<file path="src/hdl/open_addressing_hash_table_assert.svh">
// Assertion macros for the hash table block
`ifndef OPEN_ADDRESSING_HASH_TABLE_ASSERT_SVH
`define OPEN_ADDRESSING_HASH_TABLE_ASSERT_SVH
`ifndef SYNTH
`define OAHT_ASSERT(label, clk, rst, prop, msg) \
   label: assert property (@(posedge clk) disable iff (rst) prop) else $error(msg);
`define OAHT_ASSERT_NR(label, clk, prop, msg) \
   label: assert property (@(posedge clk) prop) else $error(msg);
`else
`define OAHT_ASSERT(label, clk, rst, prop, msg)
`define OAHT_ASSERT_NR(label, clk, prop, msg)
`endif
`endif

</file>
<file path="src/hdl/oaht_pkg.sv">
// ----------------------------------------------------------------------------
// oaht_pkg
// Shared types and constants of the open addressing hash table.
// ----------------------------------------------------------------------------
package oaht_pkg;

   // slot count; a power of two so the home slot and the probe wrap are bit slices
   localparam int CAPACITY = 1024;

   localparam logic [31:0] FNV_BASIS = 32'd2166136261;
   localparam logic [31:0] FNV_PRIME = 32'd16777619;
   localparam logic [6:0]  LOAD_RESET = 7'd70;

   localparam logic CMD_GET = 1'b0;
   localparam logic CMD_SET = 1'b1;

   localparam logic [1:0] ST_EMPTY    = 2'd0;
   localparam logic [1:0] ST_OCCUPIED = 2'd1;
   localparam logic [1:0] ST_TOMB     = 2'd2;

   localparam logic [1:0] STATUS_OK      = 2'd0;
   localparam logic [1:0] STATUS_NO_SLOT = 2'd1;
   localparam logic [1:0] STATUS_LOAD    = 2'd2;

   // byte address of the max_load_percent register
   localparam logic [1:0] ADDR_MAX_LOAD = 2'd0;

   // job handed from the hashing front end to the probing back end
   typedef struct packed {
      logic        cmd;
      logic [63:0] key;
      logic [63:0] value;
      logic [31:0] hash;
   } job_type;

   typedef enum logic [1:0] {
      FE_IDLE,
      FE_HASH,
      FE_PUSH
   } fe_state_type;

   typedef enum logic [2:0] {
      BE_CLEAR,
      BE_IDLE,
      BE_READ,
      BE_CHECK,
      BE_COMMIT,
      BE_OUT
   } be_state_type;

endpackage

</file>
<file path="src/hdl/oaht_queue.sv">
// ----------------------------------------------------------------------------
// oaht_queue
// Two-entry job queue between the front end and the back end.
// ----------------------------------------------------------------------------
module oaht_queue (
   input  logic              clock,
   input  logic              reset,
   input  logic              in_valid,
   output logic              in_ready,
   input  oaht_pkg::job_type in_job,
   output logic              out_valid,
   input  logic              out_ready,
   output oaht_pkg::job_type out_job
);
   oaht_pkg::job_type mem_ff [2];
   logic       wr_ff, rd_ff;
   logic [1:0] cnt_ff;
   logic       push, pop;

   assign in_ready  = (cnt_ff != 2'd2);
   assign out_valid = (cnt_ff != 2'd0);
   assign out_job   = mem_ff[rd_ff];
   assign push = in_valid && in_ready;
   assign pop  = out_valid && out_ready;

   always_ff @(posedge clock) begin
      if (reset) begin
         wr_ff  <= 1'b0;
         rd_ff  <= 1'b0;
         cnt_ff <= 2'd0;
      end else begin
         if (push) wr_ff <= ~wr_ff;
         if (pop) rd_ff <= ~rd_ff;
         cnt_ff <= cnt_ff + {1'b0, push} - {1'b0, pop};
      end
      if (push) mem_ff[wr_ff] <= in_job;
   end
endmodule

</file>
<file path="config.mk">
export PLATFORM = sky130hd
export DESIGN_NAME = oaht_queue
export DESIGN_NICKNAME = d
export VERILOG_FILES = /design/src/hdl/open_addressing_hash_table_assert.svh /design/src/hdl/oaht_pkg.sv /design/src/hdl/oaht_queue.sv
export SDC_FILE = /design/constraint.sdc
export NUM_CORES = 1
export LEC_CHECK = 0
export BUFFER_PORTS_ARGS = -buffer_cell sky130_fd_sc_hd__buf_2
export CORE_ASPECT_RATIO = 0.6
export CORE_MARGIN = 3
export CORE_UTILIZATION = 56
export DETAILED_ROUTE_END_ITERATION = 10
export PLACE_DENSITY_LB_ADDON = 0.05
export SETUP_SLACK_MARGIN = 0.02
export SYNTH_ARGS = -nofsm -noshare
export SYNTH_HDL_FRONTEND = slang
export SYNTH_SLANG_ARGS = --single-unit
</file>
<file path="constraint.sdc">
create_clock -name clock -period 19.6 [get_ports clock]
set_clock_uncertainty 0.1 [all_clocks]
set_input_delay 5.88 -clock clock [delete_from_list [all_inputs] [get_ports clock]]
set_output_delay 5.88 -clock clock [all_outputs]
set_load 0.02 [all_outputs]
</file>
==> results.json <==
{
  "pre_cts_ws_ns": 10.95,
  "initialDrtViolationCount": 365,
  "pin_count": 328,
  "syn_area_per_cell_um2": 23.3,
  "max_freq_mhz": 114,
  "final_util": 0.706,
  "floorplan.initialDensity": 0.576,
  "path_cells": "buf_12, mux2_2, buf_2",
  "grt_max_degree": 110,
  "drc": 0,
  "ir_worst_vdd_uv": 101,
  "grt_use_met1": 0.254,
  "grt_pass1_wl_mm": 35.9,
  "met2_usage": 0.339,
  "yosys-top-cells-area": "edfxtp_1 79%, mux2_4 11%, mux2_2 6.6%",
  "routed_wl_mm": 23.9,
  "worst_slack_ns": 10.85,
  "tritoncts": "done",
  "outcome": "complete, no violations",
  "area_delta_synth_final_pct": 22.6,
  "cp.required_ns": 13.62,
  "powerDensity_mw_per_mm2": 132,
  "routedWlPerCell_um": 20.4,
  "crit_type": "reg2out",
  "fp.dieH_um": 120,
  "hp-class": "reg2reg",
  "gp_congestion": 0.764,
  "clk_latency_ns": 0.54,
  "htree_levels": 1,
  "crit_buf_inv": 2,
  "setup_viol": 0,
  "netlist_area_mm2": 0.0122,
  "timing.final.crit_share": 0.446,
  "hpwl_mm": 16.5,
  "syn_nets": 692,
  "leakagePower_uw": 0.00576,
  "drt_pass1_iterations": 4,
  "grt_pass1_vias": 6334,
  "synthDistinctLibCells": 17,
  "dieWidth_um": 197,
  "finalSetupTns_ns": 0,
  "core_area_mm2": 0.0212,
  "slowest_stage": "dfxtp_4",
  "hold_violations": 0,
  "port_buffers": 327,
  "drive_gt1_frac": 0.602,
  "nNetsFinal": 1038,
  "worstPathArrival_ns": 2.77,
  "cts.sinks": 327,
  "max_stage_delay_ns": 0.85,
  "max-cap-violations": 0,
  "dieArea_mm2": 0.0237,
  "synthCells": 525,
  "fin_crit_ns": 8.75,
  "rsz0062_at_grt": "false",
  "slew_viol_final": 0,
  "ys_warn_count": 0,
  "clockBufferDepth": 3,
  "synth_area_leader_cell": "edfxtp_1",
  "power_uw": 1970,
  "vias": 6044,
  "gr-usage-met3": 0.0579,
  "gr-max-usage-layer": "met2",
  "cts-resized-gates": 0,
  "grt_usage": 0.198,
  "hold_buffers": 0,
  "cp_top_family": "flip-flops",
  "relSlewSlack": 0.426,
  "ys_ff_latch": 327,
  "numCtsBuffers": 29,
  "synth-seq-area-share": 0.800,
  "critPathLaunchType": "register",
  "path_max_fanout": 109,
  "grt_overflow": 0,
  "tightest_slew_ns": 0.861,
  "path_clk_slew_ns": 0.06,
  "via_per_inst": 5.16,
  "postRouteAntennaNets": 0,
  "cts_setup_buffers": 0,
  "antenna_found_initial": 8,
  "endpoint_kind": "output pin",
  "rows": 41,
  "cts-root-buf": "clkbuf_16",
  "synth_top_area_frac": 0.792
}
## area by class of cell
| type | instances | area [um^2] |
|---|---|---|
| Multi-Input combinational cell | 179 | 2290 |
| Tap cell | 279 | 349 |
| Clock buffer | 32 | 737 |
| Sequential cell | 327 | 9770 |
| Timing Repair Buffer | 333 | 1690 |
| Inverter | 1 | 3.75 |
| Fill cell | 1370 | 6220 |
| Clock inverter | 18 | 110 |
| Antenna cell | 3 | 7.51 |
## synthesized netlist by cell type (all sizes together)
master  number
nand2b       1
nor2         5
buf         18
nor2b        2
edfxtp     322
nand2        1
o21a         1
inv          1
and3         1
xor2         1
or2          1
mux2       162
dfxtp        5
xnor2        2
ha           2
## worst reg2reg max path, cell delays in order, from the launching register on
cell and delay (ns):
dfxtp_1 0.39, nand2b_1 0.21, and3_4 0.68, buf_4 0.71
buf_4 0.77
## kinds of logic after synthesis
logic type	Yosys count	synth area share
flip-flops	327	0.800
AND/OR/NAND/NOR	11	0.00441
AO/OA/AOI/OAI	1	0.000615
XOR/XNOR	3	0.00215
adder cells (fa/ha/maj)	2	0.00205
multiplexers	162	0.177
buffers and inverters	19	0.0133
## flip-flops by register name (all words and copies together), names as in the netlist, named ones only
signal	flops
wr_ff	1
cnt_ff	2
rd_ff	1
mem_ff	322
## metal layers
metal	wire, um	vias to the layer above
met4	441	12
met1	9370	2982
met2	12000	221
met3	2020	41
met5	82	-
li1	-	2788
## where the power goes
part | switching (uW) | total (uW) | internal (uW)
logic | 311 | 541 | 230
clock network | 230 | 511 | 282
registers | 36.9 | 916 | 879
total | 577 | 1970 | 1390
## layout by cell type, fill, tap and decap left out
cell / count
and3_4: 1
buf_12: 1
buf_2: 327
buf_4: 5
bufinv_16: 1
clkbuf_1: 3
clkbuf_16: 29
clkinv_1: 10
clkinv_2: 5
dfxtp_1: 4
dfxtp_4: 1
diode_2: 3
edfxtp_1: 322
ha_1: 2
inv_1: 1
inv_6: 2
mux2_2: 72
mux2_4: 90
nand2_1: 1
nand2b_1: 1
nor2_1: 4
nor2_4: 1
nor2b_1: 2
o21a_1: 1
or2_2: 1
xnor2_1: 2
xor2_1: 1
## path summary, 6_finish.rpt
kind | to | from | slack [ns] | depth (start not counted)
setup / recovery | out_job[8] | register | 10.85 | 3
hold / removal | register | rd_ff | 0.43 | 2
setup reg to reg | mem_ff[1][92] | cnt_ff[0] | 16.34 | 4
hold reg to reg | register | rd_ff | 0.43 | 2
## metrics by stage
step,hold WS [ns],instances,cell area [um^2]
2_1_floorplan,0.381,525,12200
3_3_place_gp,0.398,1119,14100
3_5_place_dp,0.407,1119,14100
4_1_cts,0.431,1169,15000
5_1_grt,0.465,1171,15000
6_report,0.428,1172,15000
(Power assumes the default switching activity.)
