===== src/hdl/open_addressing_hash_table_assert.svh =====
// Assertion macros for the hash table block
`ifndef OPEN_ADDRESSING_HASH_TABLE_ASSERT_SVH
`define OPEN_ADDRESSING_HASH_TABLE_ASSERT_SVH
`ifndef SYNTH
`define OAHT_ASSERT(label, clk, rst, prop, msg) \
   label: assert property (@(posedge clk) disable iff (rst) prop) else $error(msg);
`define OAHT_ASSERT_NR(label, clk, prop, msg) \
   label: assert property (@(posedge clk) prop) else $error(msg);
`else
`define OAHT_ASSERT(label, clk, rst, prop, msg)
`define OAHT_ASSERT_NR(label, clk, prop, msg)
`endif
`endif


===== src/hdl/oaht_pkg.sv =====
// ----------------------------------------------------------------------------
// oaht_pkg
// Shared types and constants of the open addressing hash table.
// ----------------------------------------------------------------------------
package oaht_pkg;

   // slot count; a power of two so the home slot and the probe wrap are bit slices
   localparam int CAPACITY = 1024;

   localparam logic [31:0] FNV_BASIS = 32'd2166136261;
   localparam logic [31:0] FNV_PRIME = 32'd16777619;
   localparam logic [6:0]  LOAD_RESET = 7'd70;

   localparam logic CMD_GET = 1'b0;
   localparam logic CMD_SET = 1'b1;

   localparam logic [1:0] ST_EMPTY    = 2'd0;
   localparam logic [1:0] ST_OCCUPIED = 2'd1;
   localparam logic [1:0] ST_TOMB     = 2'd2;

   localparam logic [1:0] STATUS_OK      = 2'd0;
   localparam logic [1:0] STATUS_NO_SLOT = 2'd1;
   localparam logic [1:0] STATUS_LOAD    = 2'd2;

   // byte address of the max_load_percent register
   localparam logic [1:0] ADDR_MAX_LOAD = 2'd0;

   // job handed from the hashing front end to the probing back end
   typedef struct packed {
      logic        cmd;
      logic [63:0] key;
      logic [63:0] value;
      logic [31:0] hash;
   } job_type;

   typedef enum logic [1:0] {
      FE_IDLE,
      FE_HASH,
      FE_PUSH
   } fe_state_type;

   typedef enum logic [2:0] {
      BE_CLEAR,
      BE_IDLE,
      BE_READ,
      BE_CHECK,
      BE_COMMIT,
      BE_OUT
   } be_state_type;

endpackage


===== src/hdl/oaht_if.sv =====
// ----------------------------------------------------------------------------
// oaht_req_if / oaht_rsp_if
// Valid/ready channels of the hash table.
// ----------------------------------------------------------------------------
interface oaht_req_if;
   logic        valid;
   logic        ready;
   logic        cmd;
   logic [63:0] key;
   logic [63:0] value;
   modport source (output valid, cmd, key, value, input ready);
   modport sink (input valid, cmd, key, value, output ready);
endinterface



===== src/hdl/oaht_front.sv =====
// ----------------------------------------------------------------------------
// oaht_front
// Accepts requests, normalizes the key and hashes it one byte per cycle.
// ----------------------------------------------------------------------------
module oaht_front #(
   parameter int KEY_BYTES = 8
) (
   input  logic                 clock,
   input  logic                 reset,
   oaht_req_if.sink             req,
   output logic                 job_valid,
   input  logic                 job_ready,
   output oaht_pkg::job_type    job
);
   localparam int CW = (KEY_BYTES > 1) ? $clog2(KEY_BYTES) : 1;

   oaht_pkg::fe_state_type state_ff, state_in;
   oaht_pkg::job_type      job_ff, job_in;
   logic [CW-1:0]          byte_ff, byte_in;
   logic [63:0]            raw_ff, raw_in;
   logic [7:0]             cur_byte;
   logic [31:0]            mixed;

   assign cur_byte = raw_ff[8*byte_ff +: 8];
   assign mixed = (job_ff.hash ^ {24'd0, cur_byte}) * oaht_pkg::FNV_PRIME;

   // state, job and key byte registers
   always_ff @(posedge clock) begin
      if (reset) begin
         state_ff <= oaht_pkg::FE_IDLE;
      end else begin
         state_ff <= state_in;
      end
      job_ff  <= job_in;
      byte_ff <= byte_in;
      raw_ff  <= raw_in;
   end

   // take a request, one byte step per cycle until a zero byte or KEY_BYTES, then offer the job
   always_comb begin
      state_in  = state_ff;
      job_in    = job_ff;
      byte_in   = byte_ff;
      raw_in    = raw_ff;
      req.ready = 1'b0;
      job_valid = 1'b0;
      job       = job_ff;
      unique case (state_ff)
         oaht_pkg::FE_IDLE: begin
            req.ready = 1'b1;
            if (req.valid) begin
               job_in.cmd   = req.cmd;
               job_in.value = req.value;
               job_in.key   = 64'd0;
               job_in.hash  = oaht_pkg::FNV_BASIS;
               raw_in       = req.key;
               byte_in      = '0;
               state_in     = oaht_pkg::FE_HASH;
            end
         end
         oaht_pkg::FE_HASH: begin
            if (cur_byte == 8'd0) begin
               state_in = oaht_pkg::FE_PUSH;
            end else begin
               job_in.hash = mixed;
               job_in.key[8*byte_ff +: 8] = cur_byte;
               if (32'(byte_ff) == KEY_BYTES - 1) begin
                  state_in = oaht_pkg::FE_PUSH;
               end else begin
                  byte_in = byte_ff + 1'b1;
               end
            end
         end
         oaht_pkg::FE_PUSH: begin
            job_valid = 1'b1;
            if (job_ready) begin
               state_in = oaht_pkg::FE_IDLE;
            end
         end
         default: state_in = oaht_pkg::FE_IDLE;
      endcase
   end
endmodule


===== src/flat_wrapper.sv =====
// flat-port wrapper written by rule: the top's interface ports become plain ports
module oaht_front_flat 
#(
   parameter int KEY_BYTES = 8
)
  (clock, reset, job_valid, job_ready, job, req_valid, req_cmd, req_key, req_value, req_ready);
  oaht_req_if req_i ();
  input  logic clock;
  input  logic reset;
  output logic job_valid;
  input  logic job_ready;
  output oaht_pkg::job_type job;
  input wire logic [$bits(req_i.valid)-1:0] req_valid;
  input wire logic [$bits(req_i.cmd)-1:0] req_cmd;
  input wire logic [$bits(req_i.key)-1:0] req_key;
  input wire logic [$bits(req_i.value)-1:0] req_value;
  output wire logic [$bits(req_i.ready)-1:0] req_ready;
  assign req_i.valid = req_valid;
  assign req_i.cmd = req_cmd;
  assign req_i.key = req_key;
  assign req_i.value = req_value;
  assign req_ready = req_i.ready;
  oaht_front #(.KEY_BYTES(KEY_BYTES)) u_core (.clock(clock), .reset(reset), .req(req_i), .job_valid(job_valid), .job_ready(job_ready), .job(job));
endmodule

===== config.mk =====
export PLATFORM = sky130hd
export DESIGN_NAME = oaht_front_flat
export DESIGN_NICKNAME = d
export VERILOG_FILES = /design/src/hdl/open_addressing_hash_table_assert.svh /design/src/hdl/oaht_pkg.sv /design/src/hdl/oaht_if.sv /design/src/hdl/oaht_front.sv /design/src/flat_wrapper.sv
export SDC_FILE = /design/constraint.sdc
export NUM_CORES = 1
export LEC_CHECK = 0
export BUFFER_PORTS_ARGS = -buffer_cell sky130_fd_sc_hd__buf_2
export CAP_MARGIN = 5
export CELL_PAD_IN_SITES_DETAIL_PLACEMENT = 0
export CELL_PAD_IN_SITES_GLOBAL_PLACEMENT = 1
export CORE_UTILIZATION = 25
export DETAILED_ROUTE_END_ITERATION = 12
export PLACE_DENSITY_LB_ADDON = 0.1
export SLEW_MARGIN = 20
export SYNTH_ARGS = -nofsm -noshare
export SYNTH_HDL_FRONTEND = slang
export SYNTH_SLANG_ARGS = --single-unit
export TNS_END_PERCENT = 20

===== constraint.sdc =====
create_clock -name clock -period 6.4 [get_ports clock]
set_clock_uncertainty 0.1 [all_clocks]
set_input_delay 1.6 -clock clock [delete_from_list [all_inputs] [get_ports clock]]
set_output_delay 1.6 -clock clock [all_outputs]
set_load 0.02 [all_outputs]

==> results.md, run 1 <==
* Max Freq at 162 MHz
* Max-Cap Viols at 0
* Post-synth EDFFs at 228
* Worst Setup Path Type: flop to flop
* Clock root buffer: clkbuf_16
* Synth Net Count at 1499
* Initial Util at 25.5%
* DIE WIDTH at between 200 and 250 microns
* R2R Path Start: u_core.byte_ff[0]
* Synth top cells by count: edfxtp_1, inv_1, ha_1
* Slew @ Worst Pin at 0.967 ns
* Status: finished, final reports clean
* Mapped Area at between 0.01 and 0.015 sq mm
* Reg area at 0.00689 sq mm
* R2R cell count at 21
* Multi-input logic area at 0.00669 sq mm
* Antenna violations before repair at 4
* Reg-to-reg endpoint: u_core.job[29]
* IO buf count at 295
* Synth cell types at 51
* Final Hold Violating Endpoints at 0
* Final nets at 1872
* Synthesized area per cell at 12.8 sq um
* CP endpoint kind: flop
* First DRT Iteration DRCs at 351
* Routed WL per cell at 19.4 microns
* Final hold slack at 0.510 ns
* Die ar. at ~0.057 sq mm
* Post-DP HPWL at 35.3 mm
* First-pass GRT wire length at 63.6 mm
* Std-Cell Rows at 86
* Area growth syn-to-layout at 28.9%
* Layout cells sized above 1 at 31.5%
* Avg Vias per Cell at 4.20
* Count leader, synth: edfxtp_1
* H-tree levels at 1
* Final worst path period share at 96.3%
* Setup violators final at 0
* Minimum clock period at between 6 and 7 ns
* Post-synth top flop: edfxtp_1
* Clock latency at the later pin of the worst-skew pair at around 0.57 ns
* Timing startpoint of the critical path: u_core.byte_ff[0]
* TritonCTS Sinks at 230
* CP startpoint kind: flop
* Routed Antenna Nets at 0
* Synth area leaders: edfxtp_1, ha_1, fa_1
* Placeable core area at 0.0554 sq mm
* Overflow after GRT at 0
* Post-synthesis mux area share at around 3.8%
* Number of remaining DRC errors at 0
* Synth warnings at 0
* CTS Buf Count at 28
* Max clock buf depth at 3
* Asr flop ratio synth at 0%
* RSZ-0062 raised after global routing: true
* Synthesized flop and latch total at 230
* Largest net degree at the start of global routing at 78
* Synth Area in XOR/XNOR at 2.72%
* Number of global-route vias before repair at about 10000
* DR pass1 iterations at 5
* Fill count at between 5000 and 6000
* Reg2Reg Setup Slack at 0.24 ns
* Via count at 9424
* Max-slew violation count at 0
* Area leader, netlist: edfxtp_1
* Required time of the worst setup path at 6.71 ns
* Top cell type's share of synthesized area at slightly below 50%
* GRT Util Overall at 15.1%
* Final wirelength at around 43 mm
* Placer congestion estimate at 0.774
* Synth Area in Compound Gates at 4.65%
* Post-synthesis sequential area ratio at 48.8%
* Util after Layout at between 30% and 40%
* Worst min path class: flop to flop
* Synth Instances at 1100
* CTS tree: done
* Clock-pin slew on the worst setup and hold paths at 0.06 ns
* Post-synthesis adder-cell area fraction at 27.5%
* Io pins at 296
* Die Y at 240 microns
* Hold-fix buffers, CTS at 0
* Crit path max fanout at 8
* Max_slew headroom at ~36%
* Combinational family with the most area after synthesis: adder cells
* Post-synthesis simple-gate area fraction at 6.28%
* Crit path DAT at 6.47 ns
* Worst Setup EP: u_core.job[29]
worst max-delay path, stage by stage (launching register included):
cell and delay (ns):
edfxtp_1 0.49, clkbuf_16 0.22, mux4_2 0.56, mux2i_4 0.29
xnor2_2 0.13, ha_1 0.35, ha_4 0.23, fa_1 0.47
ha_2 0.20, fa_1 0.48, ha_1 0.29, inv_1 0.05
fa_1 0.52, inv_1 0.06, ha_4 0.30, o211ai_1 0.09
a31o_2 0.26, a211oi_2 0.18, buf_4 0.15, o211ai_1 0.15
a21oi_1 0.21, mux2i_1 0.20
per-stage QoR:
stage	instance area (sq um)	worst slack, ns	setup TNS, ns	instances
2_1_floorplan	14100	0.0441	0	1100
3_3_place_gp	16900	-0.0127	-0.0242	2176
3_5_place_dp	16900	-0.143	-0.501	2176
4_1_cts	17700	-0.0605	-0.167	2228
5_1_grt	18200	-0.0238	-0.0451	2243
6_report	18200	0.238	0	2244
state kept, by name, indices dropped and copies added (netlist names):
| signal | count |
|---|---|
| u_core.raw_ff | 64 |
| u_core.job | 161 |
| u_core.byte_ff | 3 |
| u_core.state_ff | 2 |
metal layers:
| layer | track usage [%] | routed length, microns | up-vias |
|---|---|---|---|
| li1 | - | - | 4543 |
| met1 | 19.5 | 19500 | 4590 |
| met2 | 26.0 | 21100 | 238 |
| met3 | 3.02 | 2130 | 45 |
| met4 | 2.87 | 630 | 8 |
| met5 | 0 | 58 | - |
cell usage in the layout, fill, tap and decap left out, types with 6 or more instances in the layout:
cell type / Yosys / final
clkinv_1: 0 / 6
nand2_1: 34 / 32
nand3_1: 13 / 11
fa_1: 74 / 73
a21oi_1: 43 / 37
o21ai_1: 15 / 15
a21oi_2: 0 / 6
o21a_1: 10 / 10
xor2_1: 8 / 8
nor3_1: 14 / 12
inv_1: 216 / 216
buf_2: 2 / 295
nor2_1: 90 / 90
ha_1: 192 / 175
a21o_1: 8 / 8
mux4_2: 16 / 16
buf_4: 2 / 59
ha_4: 0 / 11
xnor2_2: 1 / 7
clkbuf_16: 0 / 29
mux2i_4: 3 / 8
edfxtp_1: 228 / 228
xnor2_1: 34 / 26
ha_2: 0 / 6
nand2b_1: 6 / 6
o21ai_0: 7 / 6
nor2b_1: 8 / 8
layout make-up:
cell class / instances / area share, %
clock buffers: 33 / 3.96
inverters: 218 / 4.50
multi-input cells: 638 / 36.8
well taps: 748 / 5.15
diodes: 1 / 0.0138
repair buffers: 357 / 10.9
flip-flops and latches: 230 / 37.9
clock inverters: 19 / 0.778
worst min-delay path by stage:
stage                             startpoint                  to  slack, ns  depth (start not counted)
after floorplan           u_core.state_ff[0]  u_core.state_ff[1]       0.53                          3
after global placement    u_core.state_ff[0]  u_core.state_ff[1]       0.51                          3
after detailed placement  u_core.state_ff[0]  u_core.state_ff[1]       0.50                          3
after CTS                 u_core.state_ff[0]  u_core.state_ff[1]       0.52                          3
after global routing      u_core.state_ff[0]  u_core.state_ff[1]       0.55                          3
final                     u_core.state_ff[0]  u_core.state_ff[1]       0.51                          3
kinds of logic after synthesis:
group,Yosys count
adder cells (fa/ha/maj),266
multiplexers,28
XOR/XNOR,43
buffers and inverters,232
AND/OR/NAND/NOR,193
flip-flops,230
AO/OA/AOI/OAI,108
what timing repair did:
action / 4_1_cts / 5_1_grt
cloned: 0 / 1
endpoints found under the setup margin: 9 / 16
buffers inserted: 0 / 14
gates resized for setup: 4 / 49
hold endpoints to repair: 0 / 0
pin swaps: 0 / 27
Power of run 1 is not shown: default switching activity piles up to over one toggle a cycle in this logic, so the estimate is an artifact.
==> inputs of run 2 (changes only) <==
--- a/config.mk
+++ b/config.mk
@@ -9,9 +9,9 @@
 export CAP_MARGIN = 5
 export CELL_PAD_IN_SITES_DETAIL_PLACEMENT = 0
 export CELL_PAD_IN_SITES_GLOBAL_PLACEMENT = 1
-export CORE_UTILIZATION = 25
+export CORE_UTILIZATION = 33
 export DETAILED_ROUTE_END_ITERATION = 12
-export PLACE_DENSITY_LB_ADDON = 0.1
+export PLACE_DENSITY = 0.62
 export SLEW_MARGIN = 20
 export SYNTH_ARGS = -nofsm -noshare
 export SYNTH_HDL_FRONTEND = slang
==> run 2 against run 1 <==
Core utilization grew 9.7 points; sequential share of layout area grew 0.68 points; highest routed layer unchanged; critical endpoint is now u_core.job[24]; non-clock buffer count shrank 14; first-iteration DRC count grew 48%.
==> results.md, run 2 (synthesis gave the netlist of run 1 again) <==
* Most numerous cell on the critical path: fa_1
* Setup violators final at 0
* CTS Buf Count at 26
* Final worst path period share at between 90 and 100%
* Minimum clock period at 6.14 ns
* Avg Vias per Cell at about 4.7
* CP startpoint kind: flop
* Initial Util at 33.6%
* Clock root buffer: clkbuf_16
* Max Freq at approximately 160 MHz
* Post-DP Area at 0.0165 sq mm
* Overflow after GRT at 0
* Routed Antenna Nets at 0
* Number of remaining DRC errors at 0
* Die Y at 209 microns
* Largest register FFs at 161
* Required time of the worst setup path at 6.55 ns
* Max-slew violation count at 0
* Placeable core area at roughly 0.042 sq mm
* Final Cell Area at between 0.015 and 0.02 sq mm
* DR pass1 iterations at 5
* Crit path max fanout at 8
* First-pass GRT wire length at 59.5 mm
* Status: finished, final reports clean
* DIE WIDTH at 209 microns
* CP Cell Sequence: clkbuf_16, mux4_2, mux2i_4, xnor2_1, ha_2, ha_4, fa_1, ha_2, fa_1, ha_1, inv_1, fa_1, inv_1, ha_4, a21o_1, nand3_1, a21oi_2, nor3_4, buf_4, a21oi_2, mux2i_1, o311ai_1
* Reg-to-reg endpoint: u_core.job[24]
* Max-Cap Viols at 0
* R2R cell count at 22
* Most frequent cells in the layout: buf_2, edfxtp_1, inv_1
* Worst Setup EP: u_core.job[24]
* Timing startpoint of the critical path: u_core.byte_ff[0]
* Antenna violations before repair at 9
* Final hold slack at 0.508 ns
* HP Start: u_core.state_ff[0]
* Max clock buf depth at 3
* Final nets at 1856
* Routed WL per cell at 19.5 microns
* Crit path max-delay family: adder cells
* GRT Util Overall at 18.1%
* TritonCTS Sinks at 230
* Die ar. at between 0.04 and 0.05 sq mm
* First DRT Iteration DRCs at 521
* Crit path DAT at 6.29 ns
* CTS tree: done
* IO buf count at 295
* Max stage delay on crit path at about 0.56 ns
* Number of global-route vias before repair at 10000
* Clock latency at the later pin of the worst-skew pair at 0.55 ns
* Io pins at 296
* H-tree levels at 1
* Antenna diodes at 0
* Most common cell after layout, fill and taps aside: buf_2
* Layout cells sized above 1 at 30.9%
* CP Depth at 22
* Std-Cell Rows at 75
* Worst Setup Path Type: flop to flop
* Final Hold Violating Endpoints at 0
* Final wirelength at between 30 and 40 mm
* Via count at 9504
* CP endpoint kind: flop
* R2R Path Start: u_core.byte_ff[0]
* Largest net degree at the start of global routing at 79
* Placer congestion estimate at 0.843
* Reg2Reg Setup Slack at 0.26 ns
* Max_slew headroom at 30.0%
* Slowest cell on the critical path: fa_1
* Area growth syn-to-layout at 26.6%
* Post-DP HPWL at 31.5 mm
* Worst min path class: flop to flop
* Crit path buffers/inverters at 4
* Slew @ Worst Pin at 1.05 ns
* Clock-pin slew on the worst setup and hold paths at 0.06 ns
==> run 2: how the worst min path moves through the flow <==
| stage | cells past startpoint | slack [ns] | end |
|---|---|---|---|
| final | 3 | 0.51 | u_core.state_ff[1] |
| after global routing | 3 | 0.55 | u_core.state_ff[1] |
| after CTS | 3 | 0.51 | u_core.state_ff[1] |
| after detailed placement | 3 | 0.50 | u_core.state_ff[1] |
| after global placement | 3 | 0.49 | u_core.state_ff[1] |
| after floorplan | 3 | 0.53 | u_core.state_ff[1] |
==> run 2: tightest hold or removal path, delay by kind of cell, from the launching register on <==
family	cells	cell delay, ns
AND/OR/NAND/NOR	2	0.15
flip-flops	1	0.37
AO/OA/AOI/OAI	1	0.05
==> run 2: final cells by class <==
class	instances	area, sq um
repair buffers	343	1880
clock inverters	19	238
multi-input cells	638	6700
inverters	218	818
flip-flops and latches	230	6890
clock buffers	29	662
fillers	4014	24200
well taps	539	674
==> run 2: what timing repair did <==
item	CTS	global route
pin swaps	0	18
endpoints found under the setup margin	3	15
hold endpoints to repair	0	0
buffers inserted	0	9
cloned	0	1
hold buffers	0	0
gates resized for setup	3	53
==> run 2: per-stage QoR <==
step / worst slack (ns) / setup TNS, ns / utilization, % / cells
6_report: 0.257 / 0 / 42.5 / 2016
5_1_grt: -0.0131 / -0.0254 / 42.5 / 2016
3_5_place_dp: -0.0685 / -0.129 / 39.3 / 1958
2_1_floorplan: 0.0441 / 0 / - / 1100
4_1_cts: 0.00596 / 0 / 41.5 / 2006
3_3_place_gp: 0.0800 / 0 / 39.3 / 1958
==> run 2: metal layers <==
layer | global-route usage [%] | share of wire [%]
met5 | 0 | 0.20
met4 | 4.39 | 2.0
met3 | 3.95 | 6.1
met2 | 30.8 | 49
met1 | 23.4 | 43
Power of run 2 is left out for the same reason.
